## src/rtl/pfba_pkg.sv

```systemverilog
// Shared types, codes and defaults of the page frame bump allocator.
// Used by pfba_ctrl, pfba_dp and page_frame_bump_allocator; depends on nothing.
`default_nettype none

package pfba_pkg;

   localparam int DEF_MAX_REGIONS = 16;
   localparam int DEF_PAGE_BYTES  = 4096;

   localparam int CSR_IDX_W = 2;

   // Request codes
   localparam logic [1:0] REQ_LOAD   = 2'd0;
   localparam logic [1:0] REQ_ALLOC  = 2'd1;
   localparam logic [1:0] REQ_ADDR   = 2'd2;
   localparam logic [1:0] REQ_NUMBER = 2'd3;

   // Configuration register indexes
   localparam logic [CSR_IDX_W-1:0] CSR_RSV_START = 2'd0;
   localparam logic [CSR_IDX_W-1:0] CSR_RSV_END   = 2'd1;
   localparam logic [CSR_IDX_W-1:0] CSR_REGIONS   = 2'd2;

   // Largest page number handed out, and the top of the address space
   localparam logic [32:0] NUM_LIMIT = 33'h0_FFFF_FFFE;
   localparam logic [32:0] SPACE_TOP = 33'h1_0000_0000;

   typedef struct packed {
      logic [1:0]  req_type;
      logic [3:0]  region_index;
      logic [31:0] region_start;
      logic [31:0] region_size;
      logic        region_is_reserved;
      logic [31:0] query_value;
   } pfba_req_type;

   typedef struct packed {
      logic [31:0] result_value;
      logic        found;
   } pfba_rsp_type;

   typedef struct packed {
      logic load;
      logic capture;
      logic eval_size;
      logic eval_hit;
      logic judge;
      logic finish;
   } pfba_cmd_type;

   typedef struct packed {
      logic empty;
      logic stop;
   } pfba_status_type;

endpackage

`default_nettype wire

```

## src/rtl/pfba_ram.sv

```systemverilog
// Generic single-write, single-read RAM with registered read data.
// Depends on nothing.
`default_nettype none

module pfba_ram #(
   parameter int WIDTH = 8,
   parameter int DEPTH = 16,
   localparam int ADDR_W = (DEPTH > 1) ? $clog2(DEPTH) : 1
) (
   input  wire logic              clock,
   input  wire logic              wr_en,
   input  wire logic [ADDR_W-1:0] wr_addr,
   input  wire logic [WIDTH-1:0]  wr_data,
   input  wire logic [ADDR_W-1:0] rd_addr,
   output logic      [WIDTH-1:0]  rd_data
);

   logic [WIDTH-1:0] mem_ff [DEPTH];
   logic [WIDTH-1:0] rd_data_ff;

   always_ff @(posedge clock) begin
      if (wr_en) begin
         mem_ff[wr_addr] <= wr_data;
      end
      rd_data_ff <= mem_ff[rd_addr];
   end

   assign rd_data = rd_data_ff;

endmodule

`default_nettype wire

```

## src/rtl/pfba_ctrl.sv

```systemverilog
// Sequencer of the page frame bump allocator: walks the region table in
// three phases per region. Depends on pfba_pkg.
`default_nettype none

module pfba_ctrl (
   input  wire logic                      clock,
   input  wire logic                      reset,
   input  wire logic                      req_valid,
   input  wire logic                      req_is_load,
   output logic                           req_ready,
   output logic                           rsp_valid,
   input  wire logic                      rsp_ready,
   output pfba_pkg::pfba_cmd_type         cmd,
   input  wire pfba_pkg::pfba_status_type status
);
   import pfba_pkg::*;

   localparam logic [2:0] ST_IDLE  = 3'd0;
   localparam logic [2:0] ST_SIZE  = 3'd1;
   localparam logic [2:0] ST_HIT   = 3'd2;
   localparam logic [2:0] ST_JUDGE = 3'd3;
   localparam logic [2:0] ST_DONE  = 3'd4;

   logic [2:0] state_ff, state_in;
   logic       rsp_valid_ff, rsp_valid_in;

   always_comb begin
      state_in     = state_ff;
      rsp_valid_in = rsp_valid_ff & ~rsp_ready;
      cmd          = '0;
      req_ready    = 1'b0;
      unique case (state_ff)
         ST_IDLE: begin
            req_ready = 1'b1;
            if (req_valid) begin
               if (req_is_load) begin
                  cmd.load = 1'b1;
               end else begin
                  cmd.capture = 1'b1;
                  state_in    = ST_SIZE;
               end
            end
         end
         ST_SIZE: begin
            // skip the walk when nothing can match
            if (status.empty) begin
               state_in = ST_DONE;
            end else begin
               cmd.eval_size = 1'b1;
               state_in      = ST_HIT;
            end
         end
         ST_HIT: begin
            cmd.eval_hit = 1'b1;
            state_in     = ST_JUDGE;
         end
         ST_JUDGE: begin
            cmd.judge = 1'b1;
            state_in  = status.stop ? ST_DONE : ST_SIZE;
         end
         ST_DONE: begin
            // hold until the output register is free
            if (!rsp_valid_ff || rsp_ready) begin
               cmd.finish   = 1'b1;
               rsp_valid_in = 1'b1;
               state_in     = ST_IDLE;
            end
         end
         default: begin
            state_in = ST_IDLE;
         end
      endcase
   end

   always_ff @(posedge clock) begin
      if (reset) begin
         state_ff     <= ST_IDLE;
         rsp_valid_ff <= 1'b0;
      end else begin
         state_ff     <= state_in;
         rsp_valid_ff <= rsp_valid_in;
      end
   end

   assign rsp_valid = rsp_valid_ff;

endmodule

`default_nettype wire

```

## src/rtl/pfba_dp.sv

```systemverilog
// Datapath of the page frame bump allocator: region table, configuration
// registers, page arithmetic and result register. Depends on pfba_pkg, pfba_ram.
`default_nettype none

module pfba_dp #(
   parameter int MAX_REGIONS = pfba_pkg::DEF_MAX_REGIONS,
   parameter int PAGE_BYTES  = pfba_pkg::DEF_PAGE_BYTES
) (
   input  wire logic                              clock,
   input  wire logic                              reset,
   input  wire pfba_pkg::pfba_cmd_type            cmd,
   output pfba_pkg::pfba_status_type              status,
   input  wire pfba_pkg::pfba_req_type            req_data,
   input  wire logic                              csr_valid,
   input  wire logic [pfba_pkg::CSR_IDX_W-1:0]    csr_index,
   input  wire logic [31:0]                       csr_data,
   output pfba_pkg::pfba_rsp_type                 rsp_data
);
   import pfba_pkg::*;

   localparam int SHIFT   = $clog2(PAGE_BYTES);
   localparam int ADDR_W  = (MAX_REGIONS > 1) ? $clog2(MAX_REGIONS) : 1;
   localparam int CNT_W   = $clog2(MAX_REGIONS + 1);
   localparam int ENTRY_W = 65;

   // Configuration
   logic [31:0]    rsv_start_ff, rsv_start_in;
   logic [31:0]    rsv_end_ff, rsv_end_in;
   logic [4:0]     regions_ff, regions_in;

   // Walk state
   logic [1:0]       kind_ff, kind_in;
   logic [31:0]      query_ff, query_in;
   logic [32:0]      want_ff, want_in;
   logic [CNT_W-1:0] slot_ff, slot_in;
   logic [32:0]      before_ff, before_in;
   logic [32:0]      pages_ff, pages_in;
   logic [32:0]      k0_ff, k0_in;
   logic [32:0]      k1_ff, k1_in;
   logic             inside_ff, inside_in;
   logic [32:0]      nv_ff, nv_in;
   logic             res_found_ff, res_found_in;
   logic [31:0]      res_value_ff, res_value_in;
   logic [31:0]      next_frame_ff, next_frame_in;
   pfba_rsp_type     rsp_data_ff, rsp_data_in;

   // Table
   logic               wr_en;
   logic [ENTRY_W-1:0] rd_entry;
   logic [31:0]        base;
   logic [31:0]        len;
   logic               rsv;

   logic [CNT_W-1:0] used;
   logic [32:0]      base33;
   logic [32:0]      first_num;
   logic [32:0]      sum_end, end_clip, span, lo;
   logic [32:0]      page_addr, k_past, region_top, q33;
   logic             hit, skip, hdr_valid, last;
   logic             is_num, take, over;
   logic [32:0]      cand;
   logic [31:0]      page_out, value;

   assign wr_en = cmd.load && (32'(req_data.region_index) < 32'(MAX_REGIONS));

   pfba_ram #(
      .WIDTH (ENTRY_W),
      .DEPTH (MAX_REGIONS)
   ) u_table (
      .clock   (clock),
      .wr_en   (wr_en),
      .wr_addr (ADDR_W'(req_data.region_index)),
      .wr_data ({req_data.region_is_reserved, req_data.region_size,
                 req_data.region_start}),
      .rd_addr (slot_in[ADDR_W-1:0]),
      .rd_data (rd_entry)
   );

   assign base   = rd_entry[31:0];
   assign len    = rd_entry[63:32];
   assign rsv    = rd_entry[64];
   assign base33 = {1'b0, base};
   assign q33    = {1'b0, query_ff};

   // Slots in use, clamped to the table depth
   assign used = ({27'd0, regions_ff} > 32'(MAX_REGIONS)) ? CNT_W'(MAX_REGIONS)
                                                          : CNT_W'(regions_ff);
   assign last = ((CNT_W + 1)'(slot_ff) + (CNT_W + 1)'(1)) == (CNT_W + 1)'(used);

   assign first_num = before_ff + 33'd1;
   assign skip      = (kind_ff == REQ_ALLOC);
   assign is_num    = (kind_ff == REQ_NUMBER);
   assign hdr_valid = (rsv_start_ff <= rsv_end_ff);

   // Size phase: whole pages below the top of the address space
   assign sum_end  = base33 + {1'b0, len};
   assign end_clip = sum_end[32] ? SPACE_TOP : sum_end;
   assign span     = end_clip - base33;
   assign lo       = (want_ff > first_num) ? want_ff : first_num;

   // Hit phase: header range test on the candidate page
   assign page_addr  = base33 + (k0_ff << SHIFT);
   assign hit        = skip && hdr_valid && (k0_ff < pages_ff) &&
                       (page_addr >= {1'b0, rsv_start_ff}) &&
                       (page_addr <= {1'b0, rsv_end_ff});
   assign k_past     = (({1'b0, rsv_end_ff} - base33) >> SHIFT) + 33'd1;
   assign region_top = base33 + (pages_ff << SHIFT);

   // Judge phase
   assign take     = is_num ? inside_ff : (!rsv && (k1_ff < pages_ff));
   assign cand     = is_num ? nv_ff : (first_num + k1_ff);
   assign over     = (cand > NUM_LIMIT);
   assign page_out = 32'(base33 + (k1_ff << SHIFT));
   assign value    = (kind_ff == REQ_ADDR) ? page_out : cand[31:0];

   assign status.empty = (used == '0) || (!skip && (query_ff == 32'd0));
   assign status.stop  = take || last;

   always_comb begin
      rsv_start_in = rsv_start_ff;
      rsv_end_in   = rsv_end_ff;
      regions_in   = regions_ff;
      if (csr_valid) begin
         unique case (csr_index)
            CSR_RSV_START: rsv_start_in = csr_data;
            CSR_RSV_END:   rsv_end_in   = csr_data;
            CSR_REGIONS:   regions_in   = csr_data[4:0];
            default: begin
            end
         endcase
      end
   end

   always_comb begin
      kind_in       = kind_ff;
      query_in      = query_ff;
      want_in       = want_ff;
      slot_in       = slot_ff;
      before_in     = before_ff;
      pages_in      = pages_ff;
      k0_in         = k0_ff;
      k1_in         = k1_ff;
      inside_in     = inside_ff;
      nv_in         = nv_ff;
      res_found_in  = res_found_ff;
      res_value_in  = res_value_ff;
      next_frame_in = next_frame_ff;
      rsp_data_in   = rsp_data_ff;

      if (cmd.capture) begin
         kind_in      = req_data.req_type;
         query_in     = req_data.query_value;
         want_in      = (req_data.req_type == REQ_ALLOC) ? {1'b0, next_frame_ff}
                                                         : {1'b0, req_data.query_value};
         slot_in      = '0;
         before_in    = '0;
         res_found_in = 1'b0;
         res_value_in = '0;
      end
      if (cmd.eval_size) begin
         pages_in = span >> SHIFT;
         k0_in    = lo - first_num;
      end
      if (cmd.eval_hit) begin
         // move past the header range when the candidate page lands in it
         k1_in     = hit ? k_past : k0_ff;
         inside_in = (q33 >= base33) && (q33 < region_top);
         nv_in     = first_num + ((q33 - base33) >> SHIFT);
      end
      if (cmd.judge) begin
         if (take && !over) begin
            res_found_in = 1'b1;
            res_value_in = value;
         end
         before_in = before_ff + pages_ff;
         slot_in   = slot_ff + CNT_W'(1);
      end
      if (cmd.finish) begin
         rsp_data_in.result_value = res_value_ff;
         rsp_data_in.found        = res_found_ff;
         if (skip && res_found_ff) begin
            next_frame_in = res_value_ff + 32'd1;
         end
      end
   end

   always_ff @(posedge clock) begin
      if (reset) begin
         rsv_start_ff  <= '0;
         rsv_end_ff    <= '0;
         regions_ff    <= '0;
         next_frame_ff <= 32'd1;
         slot_ff       <= '0;
      end else begin
         rsv_start_ff  <= rsv_start_in;
         rsv_end_ff    <= rsv_end_in;
         regions_ff    <= regions_in;
         next_frame_ff <= next_frame_in;
         slot_ff       <= slot_in;
      end
   end

   always_ff @(posedge clock) begin
      kind_ff      <= kind_in;
      query_ff     <= query_in;
      want_ff      <= want_in;
      before_ff    <= before_in;
      pages_ff     <= pages_in;
      k0_ff        <= k0_in;
      k1_ff        <= k1_in;
      inside_ff    <= inside_in;
      nv_ff        <= nv_in;
      res_found_ff <= res_found_in;
      res_value_ff <= res_value_in;
      rsp_data_ff  <= rsp_data_in;
   end

   assign rsp_data = rsp_data_ff;

endmodule

`default_nettype wire

```

## src/rtl/page_frame_bump_allocator.sv

```systemverilog
// Page frame bump allocator: a load transaction gives no response; a query or allocation
// walks the regions in use through the region table RAM in a three-phase step per region
// and stops at the first hit or the last slot; with no slot in use or a zero lookup it
// skips the walk. A response not yet taken holds the next one back.
// The response sits in an output register, so the next transaction is taken meanwhile.
// Synchronous active-high reset clears control, configuration and sets next frame to 1;
// region table contents are undefined until loaded.
// Depends on pfba_pkg, pfba_ctrl, pfba_dp (which holds pfba_ram).
`default_nettype none

module page_frame_bump_allocator #(
   parameter int MAX_REGIONS = pfba_pkg::DEF_MAX_REGIONS,
   parameter int PAGE_BYTES  = pfba_pkg::DEF_PAGE_BYTES
) (
   input  wire logic                           clock,
   input  wire logic                           reset,
   // request channel
   input  wire logic                           req_valid,
   output logic                                req_ready,
   input  wire pfba_pkg::pfba_req_type         req_data,
   // response channel
   output logic                                rsp_valid,
   input  wire logic                           rsp_ready,
   output pfba_pkg::pfba_rsp_type              rsp_data,
   // configuration write channel
   input  wire logic                           csr_valid,
   output logic                                csr_ready,
   input  wire logic [pfba_pkg::CSR_IDX_W-1:0] csr_index,
   input  wire logic [31:0]                    csr_data
);
   import pfba_pkg::*;

   pfba_cmd_type    cmd;
   pfba_status_type status;

   // Configuration writes land at once; software must only write while idle, which the block itself does not enforce.
   assign csr_ready = 1'b1;

   // Sequencer: accept a transaction, step the walk, hand off to the output register.
   pfba_ctrl u_ctrl (
      .clock       (clock),
      .reset       (reset),
      .req_valid   (req_valid),
      .req_is_load (req_data.req_type == REQ_LOAD),
      .req_ready   (req_ready),
      .rsp_valid   (rsp_valid),
      .rsp_ready   (rsp_ready),
      .cmd         (cmd),
      .status      (status)
   );

   // Datapath: region table, page arithmetic, next-frame counter, result register.
   pfba_dp #(
      .MAX_REGIONS (MAX_REGIONS),
      .PAGE_BYTES  (PAGE_BYTES)
   ) u_dp (
      .clock     (clock),
      .reset     (reset),
      .cmd       (cmd),
      .status    (status),
      .req_data  (req_data),
      .csr_valid (csr_valid),
      .csr_index (csr_index),
      .csr_data  (csr_data),
      .rsp_data  (rsp_data)
   );

endmodule

`default_nettype wire
```

## config.mk

```make
export PLATFORM = sky130hd
export DESIGN_NAME = page_frame_bump_allocator
export DESIGN_NICKNAME = d
export VERILOG_FILES = /design/src/rtl/pfba_pkg.sv /design/src/rtl/pfba_ram.sv /design/src/rtl/pfba_ctrl.sv /design/src/rtl/pfba_dp.sv /design/src/rtl/page_frame_bump_allocator.sv
export SDC_FILE = /design/constraint.sdc
export NUM_CORES = 2
export LEC_CHECK = 0
export ABC_AREA = 1
export BUFFER_PORTS_ARGS = -buffer_cell sky130_fd_sc_hd__buf_2
export CAP_MARGIN = 30
export CORE_MARGIN = 2
export CORE_UTILIZATION = 55
export DETAILED_ROUTE_END_ITERATION = 10
export GPL_TIMING_DRIVEN = 0
export PLACE_DENSITY_LB_ADDON = 0.08
export SYNTH_ARGS = -nofsm -noshare
export SYNTH_HDL_FRONTEND = slang
export SYNTH_HIERARCHICAL = 1
export SYNTH_SLANG_ARGS = --single-unit
```

## constraint.sdc

```tcl
create_clock -name clock -period 5.4 [get_ports clock]
set_input_delay 0.27 -clock clock [delete_from_list [all_inputs] [get_ports clock]]
set_output_delay 0.27 -clock clock [all_outputs]
set_load 0.005 [all_outputs]
```

==> impl_metrics.json <==
{
  "std_cell_rows": 143,
  "cts_tree": "built",
  "startpoint_type": "register",
  "post-route-drc-count": 0,
  "globalRouteTotalUtil_pct": 38.5,
  "violations": "setup timing",
  "finalHoldViolCount": 0,
  "worst_pin_slew_ps": 1130,
  "cts_buffers": 159,
  "synth-seq-cells": 1501,
  "die_area_mm2": 0.156,
  "drive_above_1_share_pct": 10.5,
  "htreeDepth": 4,
  "maxCapViolCount": 0,
  "cpMaxStageDelayCell": "edfxtp_1",
  "relSlewSlack_pct": 24.4,
  "synth_fa_ha_area_share_pct": 7.36,
  "min_path_type": "in -> reg",
  "grt_setup_unrepaired": "true",
  "synth_edf_count": 1293,
  "p_total_mw": 31.3,
  "ant_nets": 0,
  "coreArea_mm2": 0.152,
  "regArea_mm2": 0.0430,
  "ios": 178,
  "leakage_nw": 43.0,
  "synth_cells": 9637,
  "netlist_area_mm2": 0.0838,
  "synth_compound_area_share_pct": 7.57,
  "grt_antenna_before_repair": 20,
  "finClkSkew_ps": 101,
  "fin_nets": 10900,
  "async_flop_share_pct": 0,
  "clock.fmax_ghz": 0.177,
  "yosysUniqueCellTypes": 70,
  "grt_pass1_wl_mm": 438,
  "multi_input_area_mm2": 0.0348,
  "clk_latency_ps": 860,
  "post-dp-hpwl_mm": 226,
  "cp_common_cell": "nand2_2",
  "vias": 71505,
  "worstSetupPathType": "reg -> reg",
  "worst-path-max-fanout": 5,
  "yosysWarnings": 6,
  "critPathBufInv": 3,
  "synthFlopType": "edfxtp_1",
  "critPathTopFamily": "simple AND/OR/NAND/NOR gates",
  "start_util_pct": 55.3,
  "grt_max_degree": 68,
  "routabilityCongestion": 1.05,
  "ir_drop_mv": 0.372,
  "synth_top_family_by_area": "simple AND/OR/NAND/NOR gates",
  "cts_root_buffer": "clkbuf_16",
  "cts_max_path_buffers": 3,
  "io_buffers": 176,
  "fill_cells": 12484,
  "overflow": 0,
  "layout_setup_ws_ps": -261,
  "die_y_um": 394,
  "clk_pin_slew_worst_paths_ps": 70,
  "wl_per_cell_um": 24.5,
  "die_w_um": 394,
  "fin_crit_sh_pct": 105,
  "muxShareOfSynthArea_pct": 0.133,
  "cts_sinks": 1501,
  "timing.critical_path.required_ps": 6010,
  "wl_mm": 305,
  "dp_cells": 11911,
  "dr.pass1.iters": 6,
  "avgViaCountPerCell": 5.75,
  "drt_iter0_markers": 7552,
  "end_kind": "register",
  "layout_min_cycle_time_ps": 5660,
  "avgSynthCellArea_um2": 8.70,
  "crit_arrival_ps": 6270,
  "p_per_area_mw_per_mm2": 320,
  "synth-seq-area-share_pct": 51.3,
  "area_delta_synth_final_pct": 16.4,
  "synth_xor_area_share_pct": 2.28,
  "yosys.area_share.simple_pct": 22.4,
  "max_stage_delay_ps": 520,
  "grt_pass1_vias": 67370,
  "syn_nets": 10267,
  "slew_violations": 0,
  "setup_viol": 18,
  "outcome": "finished with violations",
  "layout.cells.non_filler": 12444
}
flip-flops by register name, indices dropped and copies added, names as in the netlist:
signal,count
u_dp/u_table/mem_ff,1040
u_dp/u_table/rd_data,65
u_dp/before_ff,33
u_dp/k0_ff,33
u_dp/k1_ff,33
u_dp/nv_ff,33
u_dp/rsp_data,33
u_dp/next_frame_ff,32
u_dp/query_ff,32
u_dp/res_value_ff,32
u_dp/rsv_end_ff,32
u_dp/rsv_start_ff,32
u_dp/want_ff,32
u_dp/pages_ff,21
u_dp/regions_ff,5
u_dp/slot_ff,5
u_ctrl/state_ff,3
u_dp/kind_ff,2
u_ctrl/rsp_valid,1
u_dp/inside_ff,1
u_dp/res_found_ff,1
repair_timing:
| action | in CTS | in global routing |
|---|---|---|
| resized for setup | 135 | 164 |
| hold buffers | 141 | 0 |
| setup buffers | 51 | 39 |
| endpoints found under the setup margin | 101 | 108 |
| cloned | 0 | 0 |
| hold endpoints to repair | 1179 | 0 |
| pin swaps | 50 | 51 |
cell usage in the layout, fill, tap and decap left out, drive strengths merged, types with 26 or more instances in the layout:
master | synthesis | final
clkinv | 3 | 60
o21a | 29 | 29
nand2 | 2569 | 2569
dfxtp | 208 | 208
xor2 | 157 | 157
nor3 | 84 | 84
a21oi | 552 | 552
a31oi | 39 | 39
nand4 | 82 | 82
ha | 480 | 480
or2 | 30 | 30
o21ai | 372 | 372
nor2 | 535 | 535
nor4 | 42 | 42
a21boi | 26 | 26
clkbuf | 95 | 304
buf | 210 | 540
edfxtp | 1293 | 1293
inv | 1522 | 1526
o21bai | 27 | 27
dlygate4sd3 | 0 | 141
nand3 | 1071 | 1071
xnor2 | 59 | 59
Yosys cell counts (4+ instances only):
| master | number | share of area (%) |
|---|---|---|
| a31oi_1 | 39 | 0.29 |
| a21oi_1 | 551 | 3.3 |
| inv_1 | 1508 | 6.8 |
| ha_1 | 480 | 7.2 |
| o21ai_0 | 352 | 2.1 |
| xnor2_1 | 59 | 0.62 |
| fa_1 | 8 | 0.19 |
| nand2_1 | 2555 | 11 |
| o21ai_2 | 4 | 0.042 |
| edfxtp_1 | 1293 | 46 |
| xor2_1 | 154 | 1.6 |
| nand3_2 | 6 | 0.072 |
| buf_4 | 23 | 0.21 |
| o2111ai_1 | 5 | 0.052 |
| nor4_1 | 41 | 0.31 |
| a21boi_0 | 26 | 0.23 |
| buf_6 | 41 | 0.55 |
| mux2_2 | 9 | 0.12 |
| a21o_1 | 25 | 0.22 |
| o31ai_1 | 10 | 0.090 |
| a211oi_1 | 19 | 0.17 |
| inv_2 | 12 | 0.054 |
| o211ai_1 | 13 | 0.12 |
| nand2_2 | 11 | 0.082 |
| clkbuf_1 | 95 | 0.43 |
| nand4_1 | 81 | 0.60 |
| or2_2 | 30 | 0.22 |
| and3_1 | 6 | 0.045 |
| nor2_1 | 519 | 2.3 |
| nor3_1 | 75 | 0.45 |
| buf_2 | 136 | 0.81 |
| nand3_1 | 1064 | 6.4 |
| nor2_4 | 4 | 0.054 |
| o221ai_1 | 14 | 0.15 |
| o21bai_1 | 27 | 0.24 |
| o21a_1 | 29 | 0.26 |
| nor3_2 | 8 | 0.096 |
| o21ai_1 | 16 | 0.096 |
| nand3b_1 | 16 | 0.14 |
| nor2_2 | 12 | 0.090 |
| buf_1 | 8 | 0.036 |
| dfxtp_1 | 208 | 5.0 |
cells by family after synthesis:
family	after synthesis
buffers and inverters	1830
other	1
adder cells (fa/ha/maj)	488
AO/OA/AOI/OAI	1151
flip-flops	1501
AND/OR/NAND/NOR	4440
XOR/XNOR	216
multiplexers	10
per-layer routing:
layer,up-vias,share of wire [%],global-route usage [%]
met2,3625,47,62.9
met4,14,8.2,27.3
met5,-,0.028,0
met3,938,8.5,6.47
li1,33292,-,-
met1,33636,37,46.4
tightest hold or removal path: stages:
cell and delay, ps:
buf_2 120, nor2_1 40, nand2_1 280, nor2_4 90
path summary, 6_finish.rpt:
path / slack, ps / to / cells past startpoint / from
setup / recovery: -260 / u_dp/k0_ff[20] / 34 / u_dp/before_ff[2]
hold / removal: 160 / u_dp/u_table/mem_ff[1][54] / 4 / req_data[100]
setup reg to reg: -260 / u_dp/k0_ff[20] / 34 / u_dp/before_ff[2]
hold reg to reg: 430 / u_dp/rsp_data[25] / 0 / u_dp/res_value_ff[24]
power by group:
part	internal (mW)	total (mW)	switching (mW)
combinational	2.30	6.67	4.37
sequential	13.0	13.3	0.339
clock	6.46	11.3	4.81
cell type report:
cell class / instances / share of cell area (%)
Clock inverter: 81 / 1.09
Multi-Input combinational cell: 6306 / 35.7
Timing Repair Buffer: 472 / 4.28
Antenna cell: 15 / 0.0385
Sequential cell: 1501 / 44.1
Tap cell: 2030 / 2.60
Inverter: 1525 / 5.89
Clock buffer: 209 / 4.48
Buffer: 305 / 1.80
per-stage QoR:
stage	util [%]	setup TNS (ps)	setup slack, ps	hold WS [ps]	cell area (um2)
detailed placement	58.4	-67720	-2350	414	88500
global route	64.3	-9540	-463	161	97500
CTS	63.6	-3930	-319	105	96500
floorplan	-	0	13.8	339	83800
global placement	57.6	-2691100	-2900	418	87200
finish	64.4	-2190	-261	163	97500
(Power assumes the default switching activity.)
